### src/bhed_pkg.sv
// Shared types and constants for the button history event detector.
package bhed_pkg;

  localparam int NUM_BUTTONS   = 16;
  localparam int HISTORY_DEPTH = 60;
  localparam int SLOT_W        = 6;
  localparam int TAP_W         = 3;

  localparam logic [9:0] WINDOW_MAX_MS = 10'd1000;

  // Reciprocals: F = (3W * 1311) >> 16 = floor(3W/50), T = (9W * 5243) >> 20 = floor(9W/200)
  localparam logic [10:0] RECIP_F = 11'd1311;
  localparam int          SHIFT_F = 16;
  localparam logic [12:0] RECIP_T = 13'd5243;
  localparam int          SHIFT_T = 20;

  typedef enum logic [2:0] {
    EV_LEVEL  = 3'd0,
    EV_DOWN   = 3'd1,
    EV_HELD   = 3'd2,
    EV_UP     = 3'd3,
    EV_IDLE   = 3'd4,
    EV_REPEAT = 3'd5,
    EV_CLICK  = 3'd6,
    EV_DOUBLE = 3'd7
  } event_kind_t;

  // Order in which the history taps are read.
  localparam logic [TAP_W-1:0] TAP_B0   = 3'd0;
  localparam logic [TAP_W-1:0] TAP_B1   = 3'd1;
  localparam logic [TAP_W-1:0] TAP_F    = 3'd2;
  localparam logic [TAP_W-1:0] TAP_H    = 3'd3;
  localparam logic [TAP_W-1:0] TAP_T    = 3'd4;
  localparam logic [TAP_W-1:0] TAP_Q    = 3'd5;
  localparam logic [TAP_W-1:0] TAP_LAST = TAP_Q;

  typedef struct packed {
    logic             load;      // capture the input item
    logic             rec_wr;    // store a recorded frame
    logic             mul_en;    // register the offset products
    logic             rd_en;     // read one history tap
    logic [TAP_W-1:0] tap_sel;
    logic             out_load;  // load the result register
  } bhed_cmd_t;

  typedef struct packed {
    logic out_full;
  } bhed_status_t;

endpackage

### src/bhed_ctrl.sv
// Controller: sequences record writes, offset products and history tap reads.
module bhed_ctrl
  import bhed_pkg::*;
(
  input  logic         clk,
  input  logic         rst_n,
  input  logic         in_valid,
  input  logic         in_op,
  output logic         in_stall,
  input  logic         out_stall,
  input  bhed_status_t status,
  output bhed_cmd_t    cmd
);

  typedef enum logic [5:0] {
    ST_IDLE  = 6'b000001,
    ST_REC   = 6'b000010,
    ST_MUL   = 6'b000100,
    ST_TAP   = 6'b001000,
    ST_DRAIN = 6'b010000,
    ST_FIN   = 6'b100000
  } state_t;

  state_t           state_r, state_nxt;
  logic [TAP_W-1:0] cnt_r, cnt_nxt;
  logic             accept;
  logic             out_free;

  assign in_stall = (state_r != ST_IDLE);
  assign accept   = in_valid && !in_stall;
  assign out_free = !status.out_full || !out_stall;

  always_comb begin
    state_nxt    = state_r;
    cnt_nxt      = cnt_r;
    cmd          = '0;
    cmd.load     = accept;
    cmd.tap_sel  = cnt_r;
    unique case (state_r)
      ST_IDLE: begin
        if (accept) begin
          state_nxt = in_op ? ST_MUL : ST_REC;
        end
      end
      ST_REC: begin
        cmd.rec_wr = 1'b1;
        state_nxt  = ST_FIN;
      end
      ST_MUL: begin
        cmd.mul_en = 1'b1;
        cnt_nxt    = TAP_B0;
        state_nxt  = ST_TAP;
      end
      ST_TAP: begin
        cmd.rd_en = 1'b1;
        cnt_nxt   = cnt_r + 3'd1;
        if (cnt_r == TAP_LAST) begin
          state_nxt = ST_DRAIN;
        end
      end
      ST_DRAIN: begin
        state_nxt = ST_FIN;
      end
      ST_FIN: begin
        if (out_free) begin
          cmd.out_load = 1'b1;
          state_nxt    = ST_IDLE;
        end
      end
      default: begin
        state_nxt = ST_IDLE;
      end
    endcase
  end

  always_ff @(posedge clk) begin
    if (!rst_n) begin
      state_r <= ST_IDLE;
      cnt_r   <= '0;
    end else begin
      state_r <= state_nxt;
      cnt_r   <= cnt_nxt;
    end
  end

endmodule

### src/bhed_dp.sv
// Datapath: frame history memory, tap offsets, tap bits and result register.
module bhed_dp
  import bhed_pkg::*;
(
  input  logic          clk,
  input  logic          rst_n,
  input  bhed_cmd_t     cmd,
  output bhed_status_t  status,
  input  logic          in_op,
  input  logic [15:0]   in_buttons,
  input  logic [3:0]    in_button_index,
  input  logic [2:0]    in_event_kind,
  input  logic [9:0]    in_window_ms,
  output logic          out_valid,
  input  logic          out_stall,
  output logic          out_hit
);

  logic [NUM_BUTTONS-1:0] mem [HISTORY_DEPTH];
  logic [HISTORY_DEPTH-1:0] vld_r;

  logic [SLOT_W-1:0]      newest_r;
  logic                   op_r;
  logic [NUM_BUTTONS-1:0] buttons_r;
  logic [3:0]             idx_r;
  event_kind_t            kind_r;
  logic [9:0]             win_r;

  logic [21:0] prod_f_r;
  logic [25:0] prod_t_r;
  logic [SLOT_W-1:0] off_f, off_h, off_q, off_t, off_k;

  logic [SLOT_W-1:0] wr_slot;
  logic [SLOT_W:0]   rd_sum;
  logic [SLOT_W-1:0] rd_addr;

  logic [NUM_BUTTONS-1:0] rd_data_r;
  logic                   rd_vld_r;
  logic                   rd_pend_r;
  logic [TAP_W-1:0]       sel_d_r;
  logic                   tap_bit;

  logic b0_r, b1_r, bf_r, bh_r, bt_r, bq_r;
  logic hit_calc;
  logic out_valid_r, hit_r;

  // Input capture; window saturates at the maximum.
  always_ff @(posedge clk) begin
    if (cmd.load) begin
      op_r      <= in_op;
      buttons_r <= in_buttons;
      idx_r     <= in_button_index;
      kind_r    <= event_kind_t'(in_event_kind);
      win_r     <= (in_window_ms > WINDOW_MAX_MS) ? WINDOW_MAX_MS : in_window_ms;
    end
  end

  // Offsets via reciprocal multiply; H and Q follow from F by halving.
  always_ff @(posedge clk) begin
    if (cmd.mul_en) begin
      prod_f_r <= 22'(({2'b0, win_r} + {1'b0, win_r, 1'b0}) * RECIP_F);
      prod_t_r <= 26'(({4'b0, win_r} + {1'b0, win_r, 3'b0}) * RECIP_T);
    end
  end

  assign off_f = prod_f_r[SHIFT_F +: SLOT_W];
  assign off_h = {1'b0, off_f[SLOT_W-1:1]};
  assign off_q = {2'b0, off_f[SLOT_W-1:2]};
  assign off_t = prod_t_r[SHIFT_T +: SLOT_W];

  always_comb begin
    case (cmd.tap_sel)
      TAP_B0:  off_k = '0;
      TAP_B1:  off_k = 6'd1;
      TAP_F:   off_k = off_f;
      TAP_H:   off_k = off_h;
      TAP_T:   off_k = off_t;
      TAP_Q:   off_k = off_q;
      default: off_k = '0;
    endcase
  end

  // Slot k frames back, modulo the depth; an offset equal to the depth wraps to zero.
  assign rd_sum  = {1'b0, newest_r} + (7'(HISTORY_DEPTH) - {1'b0, off_k});
  assign rd_addr = (rd_sum >= 7'(HISTORY_DEPTH)) ?
                   SLOT_W'(rd_sum - 7'(HISTORY_DEPTH)) : rd_sum[SLOT_W-1:0];
  assign wr_slot = (newest_r == SLOT_W'(HISTORY_DEPTH - 1)) ? '0 : newest_r + 6'd1;

  always_ff @(posedge clk) begin
    if (cmd.rec_wr) begin
      mem[wr_slot] <= buttons_r;
    end
    if (cmd.rd_en) begin
      rd_data_r <= mem[rd_addr];
      rd_vld_r  <= vld_r[rd_addr];
      sel_d_r   <= cmd.tap_sel;
    end
  end

  always_ff @(posedge clk) begin
    if (!rst_n) begin
      vld_r     <= '0;
      newest_r  <= '0;
      rd_pend_r <= 1'b0;
    end else begin
      rd_pend_r <= cmd.rd_en;
      if (cmd.rec_wr) begin
        vld_r[wr_slot] <= 1'b1;
        newest_r       <= wr_slot;
      end
    end
  end

  // Slots never written read as zero.
  assign tap_bit = rd_vld_r && rd_data_r[idx_r];

  always_ff @(posedge clk) begin
    if (rd_pend_r) begin
      case (sel_d_r)
        TAP_B0:  b0_r <= tap_bit;
        TAP_B1:  b1_r <= tap_bit;
        TAP_F:   bf_r <= tap_bit;
        TAP_H:   bh_r <= tap_bit;
        TAP_T:   bt_r <= tap_bit;
        TAP_Q:   bq_r <= tap_bit;
        default: ;
      endcase
    end
  end

  always_comb begin
    unique case (kind_r)
      EV_LEVEL:  hit_calc = b0_r;
      EV_DOWN:   hit_calc = !b1_r && b0_r;
      EV_HELD:   hit_calc = b1_r && b0_r;
      EV_UP:     hit_calc = b1_r && !b0_r;
      EV_IDLE:   hit_calc = !b1_r && !b0_r;
      EV_REPEAT: hit_calc = bf_r && bh_r && b0_r;
      EV_CLICK:  hit_calc = !bf_r && bh_r && !b0_r;
      EV_DOUBLE: hit_calc = !bf_r && bt_r && !bh_r && bq_r && !b0_r;
      default:   hit_calc = 1'b0;
    endcase
  end

  always_ff @(posedge clk) begin
    if (!rst_n) begin
      out_valid_r <= 1'b0;
    end else if (cmd.out_load) begin
      out_valid_r <= 1'b1;
    end else if (!out_stall) begin
      out_valid_r <= 1'b0;
    end
  end

  always_ff @(posedge clk) begin
    if (cmd.out_load) begin
      hit_r <= op_r && hit_calc;
    end
  end

  assign status.out_full = out_valid_r;
  assign out_valid       = out_valid_r;
  assign out_hit         = hit_r;

endmodule

### src/button_history_event_detector.sv
// Button history event detector: record frames into a 60-deep history, answer event queries.
//
// A record item (op 0) stores the button vector as the newest of the last 60 frames; a
// query item (op 1) answers hit for one button and event kind (level, down, held, up,
// idle, repeat, click, double click) from that button's bits at fixed frame offsets back
// from the newest frame, derived from window_ms at 60 frames per second (window capped at
// 1000 ms, offsets taken modulo 60). Every item gives exactly one result; hit is 0 for a
// record. The history memory has one read port, so a query reads six taps from it one
// per cycle, after the offset multiplies are registered. The next item is taken once the
// result is loaded into the output register. The history reads as all zeros after reset.
module button_history_event_detector
  import bhed_pkg::*;
(
  input  logic        clk,
  input  logic        rst_n,
  input  logic        in_valid,
  output logic        in_stall,
  input  logic        in_op,
  input  logic [15:0] in_buttons,
  input  logic [3:0]  in_button_index,
  input  logic [2:0]  in_event_kind,
  input  logic [9:0]  in_window_ms,
  output logic        out_valid,
  input  logic        out_stall,
  output logic        out_hit
);

  bhed_cmd_t    cmd;
  bhed_status_t status;

  bhed_ctrl u_ctrl (
    .clk       (clk),
    .rst_n     (rst_n),
    .in_valid  (in_valid),
    .in_op     (in_op),
    .in_stall  (in_stall),
    .out_stall (out_stall),
    .status    (status),
    .cmd       (cmd)
  );

  bhed_dp u_dp (
    .clk             (clk),
    .rst_n           (rst_n),
    .cmd             (cmd),
    .status          (status),
    .in_op           (in_op),
    .in_buttons      (in_buttons),
    .in_button_index (in_button_index),
    .in_event_kind   (in_event_kind),
    .in_window_ms    (in_window_ms),
    .out_valid       (out_valid),
    .out_stall       (out_stall),
    .out_hit         (out_hit)
  );

endmodule

### config.mk
export PLATFORM = sky130hd
export DESIGN_NAME = button_history_event_detector
export DESIGN_NICKNAME = d
export VERILOG_FILES = /design/src/bhed_pkg.sv /design/src/bhed_ctrl.sv /design/src/bhed_dp.sv /design/src/button_history_event_detector.sv
export SDC_FILE = /design/constraint.sdc
export NUM_CORES = 1
export LEC_CHECK = 0
export BUFFER_PORTS_ARGS = -buffer_cell sky130_fd_sc_hd__buf_2
export CORE_ASPECT_RATIO = 1.1
export CORE_MARGIN = 10
export CORE_UTILIZATION = 30
export CTS_CLUSTER_DIAMETER = 80
export DETAILED_ROUTE_END_ITERATION = 8
export REMOVE_ABC_BUFFERS = 1
export SKIP_CTS_REPAIR_TIMING = 1
export SLEW_MARGIN = 20
export SYNTH_ARGS = -nofsm -noshare
export SYNTH_HDL_FRONTEND = slang
export SYNTH_SLANG_ARGS = --single-unit
### constraint.sdc
create_clock -name clk -period 8 [get_ports clk]
set_input_delay 0.8 -clock clk [delete_from_list [all_inputs] [get_ports clk]]
set_output_delay 0.8 -clock clk [all_outputs]
set_load 0.01 [all_outputs]
### Word-level counts from Yosys, hierarchy flattened

Memory sizes are Yosys's and may differ from the RTL's. A register that Yosys moved wholly into a read port is not among the register bits.
Cells that the tools add are included.

* output and inout port bits: 3
* word-level logic and storage cells: 128
* bits in writable memories: 960
* memory bits (read-only): 0
* input bits: 38
* memories: 1
* latch bits: 0
* flip-flop bits (word level): 170

Memories
* u_dp.mem: depth 60, width 16, rd ports 1, clocked after memory_dff 1, write ports 1, line bhed_dp.sv:19 `logic [NUM_BUTTONS-1:0] mem [HISTORY_DEPTH];`

* multiplexer cells: 25
* bitwise logic cells: 1
* shifts and indexed selects: 0
* div/mod/pow operators: 0
* multipliers: 2
* eq/ne operators: 29
* reductions and logical operators: 35
* add/subtract/negate cells: 7
* magnitude comparators: 6

Operators by type and width (count)
* OR 60 bit: 1
* one-hot mux 6 bit (5 select lines): 2
* two-way mux 6 bit: 5
* multiplier 26 x 13 -> 26 bit (second input constant): 1
* == test 3 bit (second input constant): 8
* multiplier 22 x 11 -> 22 bit (second input constant): 1
* == test 3 x 2 -> 1 bit (second input constant): 6
* logical AND 1 bit: 16
* adder 10 x 13 -> 14 bit: 1
* < comparator 6 x 7 -> 1 bit (second input constant): 2
* adder 10 x 11 -> 12 bit: 1
* == test 6 bit (second input constant): 2
* two-way mux 1 bit: 12
* AND reduction 2 bit: 6
* > comparator 10 bit (second input constant): 1
* == test 3 x 1 -> 1 bit (second input constant): 3
* inequality test 2 x 1 -> 1 bit (second input constant): 4
* one-hot mux 1 bit (8 select lines): 1
* adder 6 x 7 -> 7 bit: 1
* greater-or-equal comparator 7 x 6 -> 1 bit (second input constant): 1
* logical NOT 1 bit: 7
* subtractor 6 x 6 -> 7 bit (first input constant): 1
* adder 6 x 1 -> 6 bit (second input constant): 1
* binary-select mux 1 bit (select 6 bit): 1
* other kinds (19): 20

### Longest topological paths before layout

* depth in word-level cells: 8
* gate-level depth with buffers: 28
* gate-level depth less buffers: 28

### By module

From an unflattened synthesis, not the netlist that was laid out.

* cells, all modules: 3388
* area total of the unflattened synthesis: 52801.9 µm²

By module, submodules not included
* bhed_dp: area each 52250.1 µm², cells an instance 3321, times used 1, seq. area each 32381.1 µm²
* bhed_ctrl: area each 551.8 µm², cells an instance 67, times used 1, seq. area each 180.2 µm²

### Worst setup path after synthesis

Ideal clock, no wire load.

* path type: register to register
* start point: register u_dp.win_r[1]
* end point: register u_dp.prod_f_r[21], data pin
* arrival: 6.251 ns
* buffers on the path: 0
* setup time: 0.255 ns
* cell stages (with the launch flop): 26
* clock period less this slack: 6.506 ns
* required time: 7.745 ns
* slack: 1.494 ns
* path through: edfxtp_1 ha_1 a21o_1 a21oi_1 o21ai_0 a21oi_1 o21ai_0 xor2_1 inv_1 fa_1 inv_1 ha_1 inv_1 fa_1 inv_1 fa_1 inv_1 fa_1 inv_1 ha_1 a21oi_1 o22ai_1 a211o_1 a31o_2 o41ai_1 and3b_1

* word-level cells in the longest chain between the ends: 2

RTL lines
* from (decl): line bhed_dp.sv:27 `logic [9:0] win_r;`
* from (signal assigned): line bhed_dp.sv:54 `win_r <= (in_window_ms > WINDOW_MAX_MS) ? WINDOW_MAX_MS : in_window_ms;`
* adder 10 x 11 -> 12 bit: line bhed_dp.sv:61 `prod_f_r <= 22'(({2'b0, win_r} + {1'b0, win_r, 1'b0}) * RECIP_F);`
* multiplier 22 x 11 -> 22 bit: line bhed_dp.sv:61
* to (signal assigned): line bhed_dp.sv:61
* to (decl): line bhed_dp.sv:29 `logic [21:0] prod_f_r;`

No other way between the ends.
A chain may end at the register's enable or synchronous reset.

### Worst setup path in the final report

Same ends and word-level chain as after synthesis.

==> flow_metrics.tcl <==
set metrics [dict create \
    r2r_start "u_dp.win_r[1]" \
    yosysSeqAreaShare_pct 62.0 \
    fin_crit_ns 7.12 \
    synth_compound_area_share_pct 6.46 \
    grt_pass1_vias 30200 \
    clockBufferDepth 3 \
    num_rows 161 \
    pin_count 41 \
    syn2layout_area_growth_pct 13.8 \
    start_kind "flop" \
    r2r_slack_ns 0.88 \
    synth_adder_area_share_pct 8.80 \
    outcome "finished clean" \
    required_ns 8.46 \
    final_antenna_net_count 0 \
    portBuffers 40 \
    ir_drop_mv 0.468 \
    timing.fmax_ghz 0.141 \
    grt_max_degree 143 \
    grt_usage_pct 13.6 \
    final.setup_skew_ns 0.0623 \
    synth_area_leaders "edfxtp_1, mux4_2, ha_1" \
    grt-ovfl-total 0 \
    r2r_end "u_dp.prod_f_r[21]" \
    final_layout_size_suffix_gt1_share_pct 22.1 \
    dieArea_um2 192000 \
    antenna_found_initial 3 \
    drt_iter0_markers 2586 \
    busiest_layer "met2" \
    r2r_cells 26 \
    finalSetupViolCount 0 \
    cts_tree "done" \
    cp_top_family "adder cells" \
    place.gp.congestion 0.812 \
    slowest_stage "edfxtp_1" \
    die_width_um 419 \
    dp_hpwl_um 78800 \
    dr.pass1.iters 5 \
    ctsHtreeMaxLevel 3 \
    clk_latency_ns 0.74 \
    drc_errors 0 \
    wl_per_cell_um 23.7 \
    crit_path_end_kind "flop" \
    setup_tns_ns 0 \
    synth_top_family_by_area "multiplexers" \
    synth_seq_cells 1110 \
    p_leak_nw 20.8 \
    total_power_w 0.0187 \
    critPathKind "reg2reg" \
    cp_num_cells 26 \
    cts.clk_slew.worst_paths_ns 0.06 \
    place_ws_ns 0.813 \
    synthArstFlopShare_pct 0 \
    crit_start "u_dp.win_r[1]" \
    grt_use_met3_pct 2.53 \
    syn_area_um2 52600 \
    cts_sinks 1110 \
    rsz0062_at_grt "false" \
    start_util_pct 30.1 \
    num-nets-final 3569 \
    path_buf_inv 5 \
    hold_slack_ns 0.253 \
    grtUsageMet1_pct 18.3 \
    cts_root_buf "clkbuf_16" \
    cp_common_cell "inv_1" \
    yosysUniqueCellTypes 72 \
    synthMuxAreaShare_pct 15.7 \
    cpPeakStageDelay_ns 0.61 \
    synthXorXnorAreaFrac_pct 0.995 \
    yosysWarnings 0 \
    syn_area_per_cell_um2 16.8 \
    grt_pass1_wl_um 198000 \
    max_cap_viol_count 0 \
    synth_edf_count 1033 \
    cts_buffers 114 \
    vias_per_cell 5.18 \
    syn_inst 3134 \
    instances_no_fill 5598 \
    hold_violations 0 \
    crit_end "u_dp.prod_f_r[21]" \
    hold_path.class "in2reg" \
    cp_max_fo 10 \
    routed_wl_um 132000 \
    worst_pin_slew_ns 1.25 \
    yosysTopAreaCell "edfxtp_1" \
    dp_cells 5385 \
    num_vias 29000 \
    synth_commonest_cells "edfxtp_1, mux4_2, inv_1" \
    synth_top_area_share_pct 59.0 \
    max_slew_margin_pct 15.7 \
    timing.final.crit_share_pct 89.0 \
    yosysMostFrequentCell "edfxtp_1" \
    die_h_um 459 \
    synth_simple_gate_area_share_pct 2.91 \
    powerDensity_nw_per_um2 312 \
    slew_viol_final 0 \
    core_um2 175000 \
    use_met2_pct 22.0 \
    n_fill_cell 16400 \
    synth_top_flop_cell "edfxtp_1" \
    critPathArrivalTime_ns 7.58 \
    fin_ws_ns 0.883 \
]
[area by class of cell]
type,count,area (um2),area share [%]
sequential,1110,32600,54.5
multi-input combinational,1607,18600,31.1
clock buffer,157,3140,5.24
tap,2282,2860,4.78
timing repair buffer,149,1160,1.93
inverter,237,890,1.49
clock inverter,55,622,1.04
antenna,1,2.50,0.00419
[metal layers]
layer | up-vias | routed length (um)
li1 | 12700 | -
met1 | 15200 | 57100
met2 | 918 | 63100
met3 | 185 | 8590
met4 | 2 | 3660
met5 | - | 13
[logic make-up after synthesis]
kind of cell               after synthesis
AOI/OAI and AO/OA                      440
and+or+nand+nor                        314
muxes                                  483
adders and majority gates              312
xor gates and xnor gates                58
DFF                                   1110
buffers and inverters                  417
[stage by stage]
step	utilization, %	instance area (um2)
6_report	34.2	59800
5_1_grt	34.2	59800
4_1_cts	34.2	59800
3_5_place_dp	32.1	56000
3_3_place_gp	32.0	56000
2_1_floorplan	-	51800
[cell usage in the layout, fill, tap and decap left out, types with 32 or more instances in the layout]
| cell | synthesis | final |
|---|---|---|
| mux2_2 | 105 | 105 |
| nand3_1 | 59 | 59 |
| dfxtp_1 | 77 | 77 |
| o21a_1 | 64 | 64 |
| ha_1 | 216 | 213 |
| o311ai_0 | 95 | 91 |
| nor2_1 | 104 | 65 |
| a21oi_1 | 49 | 49 |
| clkbuf_16 | 0 | 115 |
| inv_1 | 237 | 237 |
| nand2_1 | 39 | 39 |
| clkbuf_1 | 85 | 32 |
| mux4_2 | 260 | 260 |
| fa_1 | 96 | 96 |
| buf_4 | 8 | 98 |
| nor3_1 | 32 | 32 |
| edfxtp_1 | 1033 | 1033 |
| buf_2 | 72 | 40 |
| mux2i_1 | 105 | 103 |
| xnor2_1 | 40 | 40 |
| a32oi_1 | 103 | 103 |
[where the power goes]
group / total [W] / switching [W] / internal, W
Sequential: 0.00654 / 0.0000208 / 0.00652
Clock: 0.00530 / 0.00224 / 0.00306
Combinational: 0.00681 / 0.00390 / 0.00291
Total: 0.0187 / 0.00616 / 0.0125
[registers in the layout, summed over array words and instances (netlist names), 4 cells and up]
name            count
u_ctrl.state_r      6
u_dp.idx_r          4
u_dp.newest_r       6
u_dp.win_r         10
u_dp.buttons_r     16
u_dp.vld_r         60
u_dp.mem          960
u_dp.prod_f_r       6
u_dp.prod_t_r       6
u_dp.rd_data_r     16
[how the worst min path moves through the flow]
| stage | start | endpoint | cells past startpoint |
|---|---|---|---|
| 3_5_place_dp | u_dp.vld_r[54] | u_dp.vld_r[54] | 1 |
| 4_1_cts | in_buttons[0] | u_dp.buttons_r[0] | 1 |
| 5_1_grt | in_buttons[0] | u_dp.buttons_r[0] | 1 |
| 6_report | in_buttons[3] | u_dp.buttons_r[3] | 1 |
| 3_3_place_gp | u_dp.vld_r[34] | u_dp.vld_r[34] | 1 |
| 2_1_floorplan | u_dp.vld_r[0] | u_dp.vld_r[0] | 1 |
[worst register-to-register path: cells and delay by family (launching register included)]
family / cells / cell delay, ns
simple gates: 3 / 0.42
compound gates: 9 / 1.85
flops: 1 / 0.61
xor+xnor: 1 / 0.58
fa+ha+maj: 8 / 3.04
buf+inv: 5 / 0.39
No activity file was read; power rests on OpenSTA's default activity.
